$ cat src/rtl/matrix_vector_multiply_unit_assert.svh
// Assertion macros shared by the matrix-vector multiply modules.
`ifndef MATRIX_VECTOR_MULTIPLY_UNIT_ASSERT_SVH
`define MATRIX_VECTOR_MULTIPLY_UNIT_ASSERT_SVH

`ifndef SYNTHESIS
// Check a property on every clock edge outside reset.
`define MVM_ASSERT(lbl, prop, msg) \
  lbl: assert property (@(posedge clk) disable iff (!rst_n) prop) else $error(msg);
// Check a property on every clock edge, reset included.
`define MVM_ASSERT_ALWAYS(lbl, prop, msg) \
  lbl: assert property (@(posedge clk) prop) else $error(msg);
`else
`define MVM_ASSERT(lbl, prop, msg)
`define MVM_ASSERT_ALWAYS(lbl, prop, msg)
`endif

`endif

$ cat src/rtl/mvm_pkg.sv
// Types and constants shared by the matrix-vector multiply modules.
package mvm_pkg;

  localparam int ACC_W      = 48;
  localparam int ROW_IDX_W  = 6;
  localparam int CFG_W      = 7;
  localparam int CFG_IDX_W  = 1;
  localparam int OUT_DATA_W = ((ACC_W + ROW_IDX_W + 7) / 8) * 8;
  localparam int OUT_PAD_W  = OUT_DATA_W - ACC_W - ROW_IDX_W;

  localparam logic [CFG_IDX_W-1:0] CFG_NUM_ROWS    = 1'b0;
  localparam logic [CFG_IDX_W-1:0] CFG_NUM_COLUMNS = 1'b1;

  localparam logic ACT_LOAD   = 1'b0;
  localparam logic ACT_MATRIX = 1'b1;

  typedef enum logic [1:0] {
    ST_IDLE,
    ST_MUL,
    ST_ACC
  } mvm_state_t;

  typedef struct packed {
    logic vec_write;   // store the request value at the load position
    logic mem_read;    // read vector entry at the column position, capture value
    logic mul;         // register the product
    logic acc_step;    // accumulate, advance column, emit at row end
  } mvm_cmd_t;

  typedef struct packed {
    logic row_end;     // current column is the last of the row
    logic out_blocked; // output register full and not taken this cycle
  } mvm_sts_t;

endpackage

$ cat src/rtl/mvm_ctrl.sv
// Controller state machine for the matrix-vector multiply unit.
`include "matrix_vector_multiply_unit_assert.svh"

module mvm_ctrl
  import mvm_pkg::*;
(
  input  logic     clk,
  input  logic     rst_n,
  input  logic     in_tvalid,
  input  logic     in_action,
  output logic     in_tready,
  input  mvm_sts_t sts,
  output mvm_cmd_t cmd
);

  mvm_state_t state_r;
  mvm_state_t state_nxt;
  logic       accept;

  assign accept = in_tvalid && in_tready;

  always_ff @(posedge clk) begin
    if (!rst_n) begin
      state_r <= ST_IDLE;
    end else begin
      state_r <= state_nxt;
    end
  end

  always_comb begin
    state_nxt = state_r;
    unique case (state_r)
      ST_IDLE: begin
        if (in_tvalid && in_action == ACT_MATRIX) begin
          state_nxt = ST_MUL;
        end
      end
      ST_MUL: begin
        state_nxt = ST_ACC;
      end
      ST_ACC: begin
        if (!(sts.row_end && sts.out_blocked)) begin
          state_nxt = ST_IDLE;
        end
      end
      default: begin
        state_nxt = ST_IDLE;
      end
    endcase
  end

  always_comb begin
    in_tready = 1'b0;
    cmd       = '0;
    unique case (state_r)
      ST_IDLE: begin
        in_tready     = 1'b1;
        cmd.vec_write = in_tvalid && in_action == ACT_LOAD;
        cmd.mem_read  = in_tvalid && in_action == ACT_MATRIX;
      end
      ST_MUL: begin
        cmd.mul = 1'b1;
      end
      ST_ACC: begin
        cmd.acc_step = !(sts.row_end && sts.out_blocked);
      end
      default: begin
        in_tready = 1'b0;
      end
    endcase
  end

  `MVM_ASSERT(a_matrix_to_mul, accept && in_action == ACT_MATRIX |=> state_r == ST_MUL, "matrix request did not start a multiply")
  `MVM_ASSERT(a_mul_to_acc, state_r == ST_MUL |=> state_r == ST_ACC, "multiply not followed by accumulate")
  `MVM_ASSERT(a_no_emit_blocked, cmd.acc_step && sts.row_end |-> !sts.out_blocked, "row sum emitted over a waiting result")

endmodule

$ cat src/rtl/mvm_dpath.sv
// Datapath of the matrix-vector multiply unit: vector store, multiplier, accumulator.
`include "matrix_vector_multiply_unit_assert.svh"

module mvm_dpath
  import mvm_pkg::*;
#(
  parameter int MAX_DIM    = 64,
  parameter int ELEM_WIDTH = 16
) (
  input  logic                  clk,
  input  logic                  rst_n,
  input  logic                  cfg_we,
  input  logic [CFG_IDX_W-1:0]  cfg_index,
  input  logic [CFG_W-1:0]      cfg_wdata,
  input  logic [ELEM_WIDTH-1:0] in_value,
  input  mvm_cmd_t              cmd,
  output mvm_sts_t              sts,
  input  logic                  out_tready,
  output logic                  out_tvalid,
  output logic [OUT_DATA_W-1:0] out_tdata,
  output logic                  out_tlast
);

  localparam int IDX_W = $clog2(MAX_DIM);
  localparam int SZ_W  = $clog2(MAX_DIM + 1);
  localparam int CMP_W = (SZ_W > CFG_W) ? SZ_W : CFG_W;
  localparam int PRD_W = 2 * ELEM_WIDTH;

  logic [CFG_W-1:0]  rows_cfg_r, rows_cfg_nxt;
  logic [CFG_W-1:0]  cols_cfg_r, cols_cfg_nxt;
  logic [CMP_W-1:0]  rows_raw, cols_raw, rows_sz, cols_sz;
  logic [IDX_W-1:0]  last_row, last_col;

  logic [IDX_W-1:0]  load_pos_r, load_pos_nxt;
  logic [IDX_W-1:0]  col_pos_r, col_pos_nxt;
  logic [IDX_W-1:0]  row_pos_r, row_pos_nxt;
  logic [ACC_W-1:0]  acc_r, acc_nxt, acc_sum;

  logic [ELEM_WIDTH-1:0] vec_mem [MAX_DIM];
  logic signed [ELEM_WIDTH-1:0] rdata_r;
  logic signed [ELEM_WIDTH-1:0] val_r;
  logic signed [PRD_W-1:0]      prod_r;

  logic                 out_valid_r, out_valid_nxt;
  logic [ACC_W-1:0]     out_sum_r;
  logic [ROW_IDX_W-1:0] out_idx_r;
  logic                 out_last_r;
  logic                 emit;

  // Clamp sizes: zero acts as one, anything above MAX_DIM saturates.
  always_comb begin
    rows_raw = CMP_W'(rows_cfg_r);
    cols_raw = CMP_W'(cols_cfg_r);
    if (rows_raw == '0) begin
      rows_sz = CMP_W'(1);
    end else if (rows_raw > CMP_W'(MAX_DIM)) begin
      rows_sz = CMP_W'(MAX_DIM);
    end else begin
      rows_sz = rows_raw;
    end
    if (cols_raw == '0) begin
      cols_sz = CMP_W'(1);
    end else if (cols_raw > CMP_W'(MAX_DIM)) begin
      cols_sz = CMP_W'(MAX_DIM);
    end else begin
      cols_sz = cols_raw;
    end
    last_row = IDX_W'(rows_sz - CMP_W'(1));
    last_col = IDX_W'(cols_sz - CMP_W'(1));
  end

  assign sts.row_end     = col_pos_r == last_col;
  assign sts.out_blocked = out_valid_r && !out_tready;
  assign emit            = cmd.acc_step && sts.row_end;
  assign acc_sum         = acc_r + ACC_W'(prod_r);

  always_comb begin
    rows_cfg_nxt  = rows_cfg_r;
    cols_cfg_nxt  = cols_cfg_r;
    load_pos_nxt  = load_pos_r;
    col_pos_nxt   = col_pos_r;
    row_pos_nxt   = row_pos_r;
    acc_nxt       = acc_r;
    out_valid_nxt = out_valid_r && !out_tready;
    if (cfg_we) begin
      unique case (cfg_index)
        CFG_NUM_ROWS:    rows_cfg_nxt = cfg_wdata;
        CFG_NUM_COLUMNS: cols_cfg_nxt = cfg_wdata;
        default:         rows_cfg_nxt = rows_cfg_r;
      endcase
      load_pos_nxt = '0;
      col_pos_nxt  = '0;
      row_pos_nxt  = '0;
      acc_nxt      = '0;
    end else begin
      if (cmd.vec_write) begin
        load_pos_nxt = (load_pos_r == last_col) ? '0 : load_pos_r + IDX_W'(1);
      end
      if (cmd.acc_step) begin
        if (sts.row_end) begin
          acc_nxt       = '0;
          col_pos_nxt   = '0;
          row_pos_nxt   = (row_pos_r == last_row) ? '0 : row_pos_r + IDX_W'(1);
          out_valid_nxt = 1'b1;
        end else begin
          acc_nxt     = acc_sum;
          col_pos_nxt = col_pos_r + IDX_W'(1);
        end
      end
    end
  end

  always_ff @(posedge clk) begin
    if (!rst_n) begin
      rows_cfg_r  <= CFG_W'(1);
      cols_cfg_r  <= CFG_W'(1);
      load_pos_r  <= '0;
      col_pos_r   <= '0;
      row_pos_r   <= '0;
      acc_r       <= '0;
      out_valid_r <= 1'b0;
    end else begin
      rows_cfg_r  <= rows_cfg_nxt;
      cols_cfg_r  <= cols_cfg_nxt;
      load_pos_r  <= load_pos_nxt;
      col_pos_r   <= col_pos_nxt;
      row_pos_r   <= row_pos_nxt;
      acc_r       <= acc_nxt;
      out_valid_r <= out_valid_nxt;
    end
  end

  // Vector store: one write port, one registered read port.
  always_ff @(posedge clk) begin
    if (cmd.vec_write) begin
      vec_mem[load_pos_r] <= in_value;
    end
    if (cmd.mem_read) begin
      rdata_r <= vec_mem[col_pos_r];
      val_r   <= in_value;
    end
  end

  always_ff @(posedge clk) begin
    if (cmd.mul) begin
      prod_r <= val_r * rdata_r;
    end
    if (emit) begin
      out_sum_r  <= acc_sum;
      out_idx_r  <= ROW_IDX_W'(row_pos_r);
      out_last_r <= row_pos_r == last_row;
    end
  end

  assign out_tvalid = out_valid_r;
  assign out_tdata  = {{OUT_PAD_W{1'b0}}, out_idx_r, out_sum_r};
  assign out_tlast  = out_last_r;

  `MVM_ASSERT(a_col_in_range, CMP_W'(col_pos_r) < cols_sz, "column position beyond row length")
  `MVM_ASSERT(a_row_in_range, CMP_W'(row_pos_r) < rows_sz, "row position beyond row count")
  `MVM_ASSERT(a_cfg_clears, cfg_we |=> acc_r == '0 && col_pos_r == '0, "register write did not clear the positions")

endmodule

$ cat src/rtl/matrix_vector_multiply_unit.sv
// Matrix-vector multiply unit top level: request and result channels, register port.
//
// Multiplies a matrix by a vector in signed Q8.8 fixed point, giving signed Q32.16 row
// sums in 48 bits that wrap modulo 2^48. Set num_rows (index 0) and num_columns
// (index 1) through the cfg port first; a value of zero acts as one and anything above
// MAX_DIM acts as MAX_DIM, and every register write restarts vector loading, row and
// column counting and clears the accumulator while keeping the stored vector. Then
// send requests on the in channel: tuser low loads the next vector element (the load
// position wraps after num_columns), tuser high supplies the next matrix element in
// row-major order. Load every vector entry before the matrix elements that use it;
// an entry never loaded gives an undefined sum. When a row's last column arrives, one
// result appears on the out channel with the sum and row index, and tlast marks the
// final row. Vector loads can stream back to back. A matrix element passes through the
// vector store read, the multiplier register and the accumulator before the next
// request is taken, and a row's final element also waits while an earlier result is
// still unclaimed on the out channel; the output register lets one finished result
// wait while the next row is computed.
module matrix_vector_multiply_unit
  import mvm_pkg::*;
#(
  parameter int MAX_DIM    = 64,
  parameter int ELEM_WIDTH = 16
) (
  input  logic                                  clk,
  input  logic                                  rst_n,
  // Register port
  input  logic                                  cfg_we,
  input  logic [CFG_IDX_W-1:0]                  cfg_index,
  input  logic [CFG_W-1:0]                      cfg_wdata,
  // Request channel
  input  logic                                  in_tvalid,
  output logic                                  in_tready,
  input  logic [((ELEM_WIDTH + 7) / 8) * 8-1:0] in_tdata,  // [ELEM_WIDTH-1:0] value
  input  logic                                  in_tuser,  // [0] action
  // Result channel
  output logic                                  out_tvalid,
  input  logic                                  out_tready,
  output logic [OUT_DATA_W-1:0]                 out_tdata, // [47:0] row_sum, [53:48] row_index
  output logic                                  out_tlast  // final_row
);

  mvm_cmd_t cmd;
  mvm_sts_t sts;

  // Sequence each request: the controller steps, the datapath stores and computes.
  mvm_ctrl u_ctrl (
    .clk       (clk),
    .rst_n     (rst_n),
    .in_tvalid (in_tvalid),
    .in_action (in_tuser),
    .in_tready (in_tready),
    .sts       (sts),
    .cmd       (cmd)
  );

  mvm_dpath #(
    .MAX_DIM    (MAX_DIM),
    .ELEM_WIDTH (ELEM_WIDTH)
  ) u_dpath (
    .clk        (clk),
    .rst_n      (rst_n),
    .cfg_we     (cfg_we),
    .cfg_index  (cfg_index),
    .cfg_wdata  (cfg_wdata),
    .in_value   (in_tdata[ELEM_WIDTH-1:0]),
    .cmd        (cmd),
    .sts        (sts),
    .out_tready (out_tready),
    .out_tvalid (out_tvalid),
    .out_tdata  (out_tdata),
    .out_tlast  (out_tlast)
  );

endmodule

$ cat config.mk
export PLATFORM = sky130hd
export DESIGN_NAME = matrix_vector_multiply_unit
export DESIGN_NICKNAME = d
export VERILOG_FILES = /design/src/rtl/mvm_pkg.sv /design/src/rtl/mvm_ctrl.sv /design/src/rtl/mvm_dpath.sv /design/src/rtl/matrix_vector_multiply_unit.sv
export VERILOG_INCLUDE_DIRS = /design/src /design/src/rtl
export SDC_FILE = /design/constraint.sdc
export NUM_CORES = 2
export LEC_CHECK = 0
export ABC_AREA = 1
export BUFFER_PORTS_ARGS = -buffer_cell sky130_fd_sc_hd__buf_4
export CORE_MARGIN = 2
export CORE_UTILIZATION = 35
export CTS_CLUSTER_SIZE = 40
export DETAILED_ROUTE_END_ITERATION = 8
export PLACE_DENSITY = 0.52
export SYNTH_ARGS = -nofsm -noshare
export SYNTH_HDL_FRONTEND = slang
export SYNTH_SLANG_ARGS = --single-unit
$ cat constraint.sdc
create_clock -name clk -period 7.5 [get_ports clk]
set_clock_uncertainty 0.2 [all_clocks]
set_input_delay 0.375 -clock clk [delete_from_list [all_inputs] [get_ports clk]]
set_output_delay 0.375 -clock clk [all_outputs]
set_load 0.05 [all_outputs]
== Yosys cells after proc, flatten, opt, wreduce, memory -nomap -nowiden ==
Memories as Yosys holds them, arrays and structs flattened. A register that Yosys moved wholly into a read port is not among the register bits.
Index checks and enable logic that the tools add are counted.

* Bits in registers: 186
* Memories: 1
* Word-level logic and storage cells: 68
* Input port bits: 30
* Bits in writable memories: 1,024
* Output and inout bits: 59

{| class="wikitable"
|+ Memories
! name !! words !! bits a word !! rd ports !! clocked after memory_dff !! wr ports !! line !! source
|-
| u_dpath.vec_mem || 64 || 16 || 1 || 1 || 1 || mvm_dpath.sv:39 || <nowiki>logic [ELEM_WIDTH-1:0] vec_mem [MAX_DIM];</nowiki>
|}

* $mul: 1
* Eq/ne operators: 7
* Bitwise gates (word level): 3
* Add/subtract/negate cells: 6
* Reductions and logical operators: 15
* Muxes and demuxes: 20
* Magnitude comparators: 2

{| class="wikitable"
|+ Operators with widths
! operator !! number
|-
| $add A48 B48 Y48 || 1
|-
| $mux W48 || 1
|-
| $mux W6 || 7
|-
| $mul A16 B16 Y32 || 1
|-
| $add A6 B1 Y6 const B || 3
|-
| $eq A6 B6 Y1 || 3
|-
| $gt A7 B7 Y1 const B || 2
|-
| $logic_not A7 Y1 || 2
|-
| $sub A6 B1 Y6 const B || 2
|-
| $mux W1 || 8
|-
| $reduce_and A2 Y1 || 4
|-
| $mux W2 || 3
|-
| $pmux W2 S3 || 1
|-
| $logic_and A1 B1 Y1 || 5
|-
| $not A1 Y1 || 3
|-
| $eq A2 B1 Y1 const B || 1
|-
| $eq A2 B2 Y1 const B || 1
|-
| $logic_not A1 Y1 || 2
|-
| $logic_not A2 Y1 || 1
|-
| $ne A2 B1 Y1 const B || 1
|-
| $ne A2 B2 Y1 const B || 1
|-
| $reduce_or A2 Y1 || 1
|}

== Logic depth before layout (Yosys ltp) ==
* Depth in word-level cells: 10
* Depth in mapped cells: 25
* Mapped depth without buffers: 23

== By module ==
Synthesis repeated with hierarchy kept, for this count alone.

* Cell total of the unflattened synthesis: 6,036
* Area, all modules: 62,581.3 µm²

{| class="wikitable"
|+ By module, submodules not included
! module !! seq. area each (µm²) !! area each (µm²) !! cells an instance !! times used
|-
| mvm_dpath || 35,944.5 || 62,458.7 || 6,016 || 1
|-
| mvm_ctrl || 40.0 || 122.6 || 20 || 1
|}

== Worst setup path after synthesis ==
No wires, ideal clock.

* Kind: register to register
* From: register u_dpath.val_r[15]
* To: register u_dpath.prod_r[29] (data pin)
* Stages on the path, launching flop included: 23
* Buffers on the path: 1
* Setup slack: 1.363 ns
* Arrival: 5.675 ns
* Setup time: 0.262 ns
* Clock period less this slack: 6.137 ns
* Cell sequence: edfxtp_1 clkbuf_1 nand2_1 inv_1 fa_1 fa_1 inv_1 fa_1 fa_1 inv_1 fa_1 inv_1 fa_1 inv_1 ha_1 nand2_1 nor4_1 nand3_1 nand3_1 nand2_1 nand2_1 a21oi_1 xor2_1

* Cells in the longest elaborated chain, start to end: 1

{| class="wikitable"
|+ RTL lines
! element !! line !! source
|-
| from (decl) || mvm_dpath.sv:41 || <nowiki>logic signed [ELEM_WIDTH-1:0] val_r;</nowiki>
|-
| from (signal assigned) || mvm_dpath.sv:140 || <nowiki>val_r <= in_value;</nowiki>
|-
| $mul A16 B16 Y32 || mvm_dpath.sv:146 || <nowiki>prod_r <= val_r * rdata_r;</nowiki>
|-
| to (signal assigned) || mvm_dpath.sv:146 ||
|-
| to (decl) || mvm_dpath.sv:42 || <nowiki>logic signed [PRD_W-1:0] prod_r;</nowiki>
|}

No other way between the ends.
A chain may end at the register's enable or synchronous reset.

== Worst setup path in the final report ==
Ends and elaborated chain as after synthesis.

==> results.ini <==
[timing]
clock.fmax_ghz=0.1494
slew_viol_final=0
period_share_pct=89.27
final.setup.tns_ps=0
period_needed_ps=6696
fin_ws_ps=804.5
setup_viol=0
relSlewSlack_pct=23.41
hold_viol=0
tightest_slew_ps=1140
rsz0062_at_grt=false

[run]
max_cap_viol_count=0

[die]
die-height_um=421.8
start_util_pct=35.18
fp-row-count=153
io_pins=89
die_width_um=421.8
die-area_um2=177900
coreArea_um2=173600

[route]
viasPerCell=5.212
ant_nets=0
firstDrtPassIters=8
drcViolationCount=0
drt-initial-drc-count=3852
wirelength_um=179000
routedWlPerCell_um=22.12
via_count=42180

[worst_setup_path]
reg2reg_to=u_dpath.prod_r[29]
setup.worst_path.end_class=register
cp.required_ps=7810
cp_max_fo=16
crit_path_start=u_dpath.val_r[15]
cpPeakStageDelay_ps=890
startpoint_type=register
worst-setup-path-type=register to register
r2r_start=u_dpath.val_r[15]
cpMostUsedCell=fa_1
r2r_cells=21
worstPathCellList=nand2_1 -> inv_1 -> fa_1 -> fa_1 -> inv_1 -> fa_1 -> fa_1 -> inv_1 -> fa_1 -> inv_1 -> fa_1 -> inv_1 -> ha_1 -> nand2_1 -> nor4_1 -> nand3_1 -> nand3_1 -> nand2_1 -> nand2_1 -> a21oi_1 -> xor2_1
cp.arrival_ps=7000
crit_path_top_delay_cell=fa_1
reg2reg_slack_ps=800

[logic_synthesis]
ys_seq_elements=1226
synth_cells=5609
synth-async-reset-ratio_pct=0
ys_warn_count=0
synth_area_um2=61080
synth.distinct_cells=45
synth_ff_type=edfxtp_1
syn_area_per_cell_um2=10.89
synth_edf_count=1143
yosysSeqAreaShare_pct=58.91

[global_route]
grt_pass1_wl_um=266900
grt_max_degree=200
track_usage_pct=19.78
first_global_vias=41180
gr-total-overflow=0
antenna_found_initial=0

[finish]
nNetsFinal=6090
layout-drive-gt1-share_pct=6.971
most-common-layout-cells=edfxtp_1, nand2_1, nor2_1, inv_1, o21ai_0
final_common_cell=edfxtp_1
syn_to_final_growth_pct=12.88

[clock_network]
cts.sink_count=1226
htree_levels=4
cts_tree=done
numCtsBuffers=136
clkTransAtPathRegs_ps=60
cts_buffer_depth=3
cts-root-buf=clkbuf_16
clk_latency_ps=810
postCtsSetupBuffers=0

[power]
p_clk_share_pct=29.9
irDropWorstVdd_mv=0.4435
pwr_density_cell_nw_per_um2=315.4
finalPower_mw=21.75
swShare_pct=34.53
p_switching_mw=7.510
pwr-share-seq_pct=37.0
leakage_nw=26.16
p_int_mw=14.24
comb_power_share_pct=33.1

[min_path]
hold_end=u_dpath.vec_mem[14][9]
worstHoldStart=in_tdata[9]
hold_depth=1
hold_class=primary input to register

[placed_design]
dp_slack_ps=779.1
numPortBuffers=86
place.gp.congestion=0.9064
dp_hpwl_um=111200

[outcome]
status=finished clean

[sequential cells by signal, summed over array words and instances (netlist names)]
| register | count |
|---|---|
| u_ctrl.state_r | 2 |
| u_dpath.acc_r | 48 |
| u_dpath.col_pos_r | 6 |
| u_dpath.cols_cfg_r | 7 |
| u_dpath.load_pos_r | 6 |
| u_dpath.out_idx_r | 6 |
| u_dpath.out_sum_r | 48 |
| u_dpath.out_tlast | 1 |
| u_dpath.out_tvalid | 1 |
| u_dpath.prod_r | 32 |
| u_dpath.rdata_r | 16 |
| u_dpath.row_pos_r | 6 |
| u_dpath.rows_cfg_r | 7 |
| u_dpath.val_r | 16 |
| u_dpath.vec_mem | 1024 |
[area by class of cell]
cell class	instances	area, um2
Timing Repair Buffer	214	1747
Multi-Input combinational cell	3456	21580
Clock buffer	172	3590
Fill cell	16880	104700
Antenna cell	1	2.502
Clock inverter	70	750.7
Tap cell	2325	2909
Inverter	629	2376
Sequential cell	1226	36000
[power groups by stage]
stage / registers [mW] / logic, mW / clock network (mW)
3_3_place_gp: 8.19 / 7.16 / 0
3_5_place_dp: 8.19 / 7.21 / 0
2_1_floorplan: 8.13 / 5.29 / 0
6_report: 8.05 / 7.21 / 6.50
5_1_grt: 8.06 / 8.26 / 6.89
4_1_cts: 8.05 / 7.25 / 6.63
[per-stage QoR]
stage	std cells	cell area [um2]	hold slack, ps	utilization (%)
final	8093	68950	48.19	39.71
after CTS	8092	68950	5.136	39.71
after detailed placement	7819	64300	259.4	37.03
after global routing	8092	68950	41.62	39.71
after global placement	7819	64300	253.0	37.03
after floorplan	5610	61080	242.7	-
[metal layers]
metal | GRT usage (%) | wire length (um) | vias to the layer above
met4 | 5.944 | 4994 | 0
met2 | 31.76 | 83050 | 1323
met1 | 27.80 | 80480 | 21210
met3 | 2.764 | 10510 | 233
li1 | - | - | 19410
met5 | 0 | 0 | -
[repair_timing]
action | in CTS | in global routing
resized for setup | 0 | 0
endpoints found under the hold margin | 41 | 0
hold buffers | 31 | 0
[worst max-delay path, delay by kind of cell (launching register included)]
family	cells	cell delay [ps]
flops	1	720
xor+xnor	1	140
fa+ha+maj	7	3760
simple gates	7	1110
buf+inv	5	430
compound gates	1	80
[cell usage after synthesis, types with 2 or more instances]
cell       count  area, um2
buf_1         27      101.4
a21boi_0       3      22.52
o22ai_1      159      994.7
clkbuf_1     252      945.9
and3_1         3      18.77
nor2_1       729       2736
o2111ai_1      2      17.52
a21o_1         5      37.54
dfxtp_1       83       1662
buf_4          2      15.01
ha_1         134       1677
nand3_1      220       1101
nor3_1        26      130.1
edfxtp_1    1143      34320
o21ai_0      583       2918
o211ai_1      36      270.3
and2_1         4      25.02
a21oi_1      174      870.8
nand2_2        3      18.77
nor2_2         2      12.51
nand3b_1       2      15.01
nand4_1       81      506.7
nand2_1      803       3014
o21a_1         3      22.52
xnor2_1       30      262.8
buf_2         13      65.06
a31oi_1        4      25.02
fa_1         263       5265
nor4_1         7      43.79
buf_6          5      56.30
or2_2          5      31.28
o21bai_1      11      82.58
nand3_2        2      20.02
xor2_1        56      490.5
inv_1        623       2338
inv_2          5      18.77
o221ai_1      98      858.3
[kinds of logic after synthesis]
logic type               share of synthesized area, %
AND/OR/NAND/NOR                                 12.60
adder cells (fa/ha/maj)                         11.36
flip-flops                                      58.91
buffers and inverters                           5.803
XOR/XNOR                                        1.233
other                                        0.006140
AO/OA/AOI/OAI                                   10.08
[worst max-delay path by stage]
stage / endpoint / slack (ps) / depth (start not counted)
floorplan: u_dpath.prod_r[29] / 1360 / 22
global placement: u_dpath.prod_r[29] / 810 / 21
detailed placement: u_dpath.prod_r[29] / 780 / 21
CTS: u_dpath.prod_r[29] / 770 / 21
global route: u_dpath.prod_r[29] / 390 / 21
finish: u_dpath.prod_r[29] / 800 / 21
Note: power is estimated with default switching activity, not from simulation.
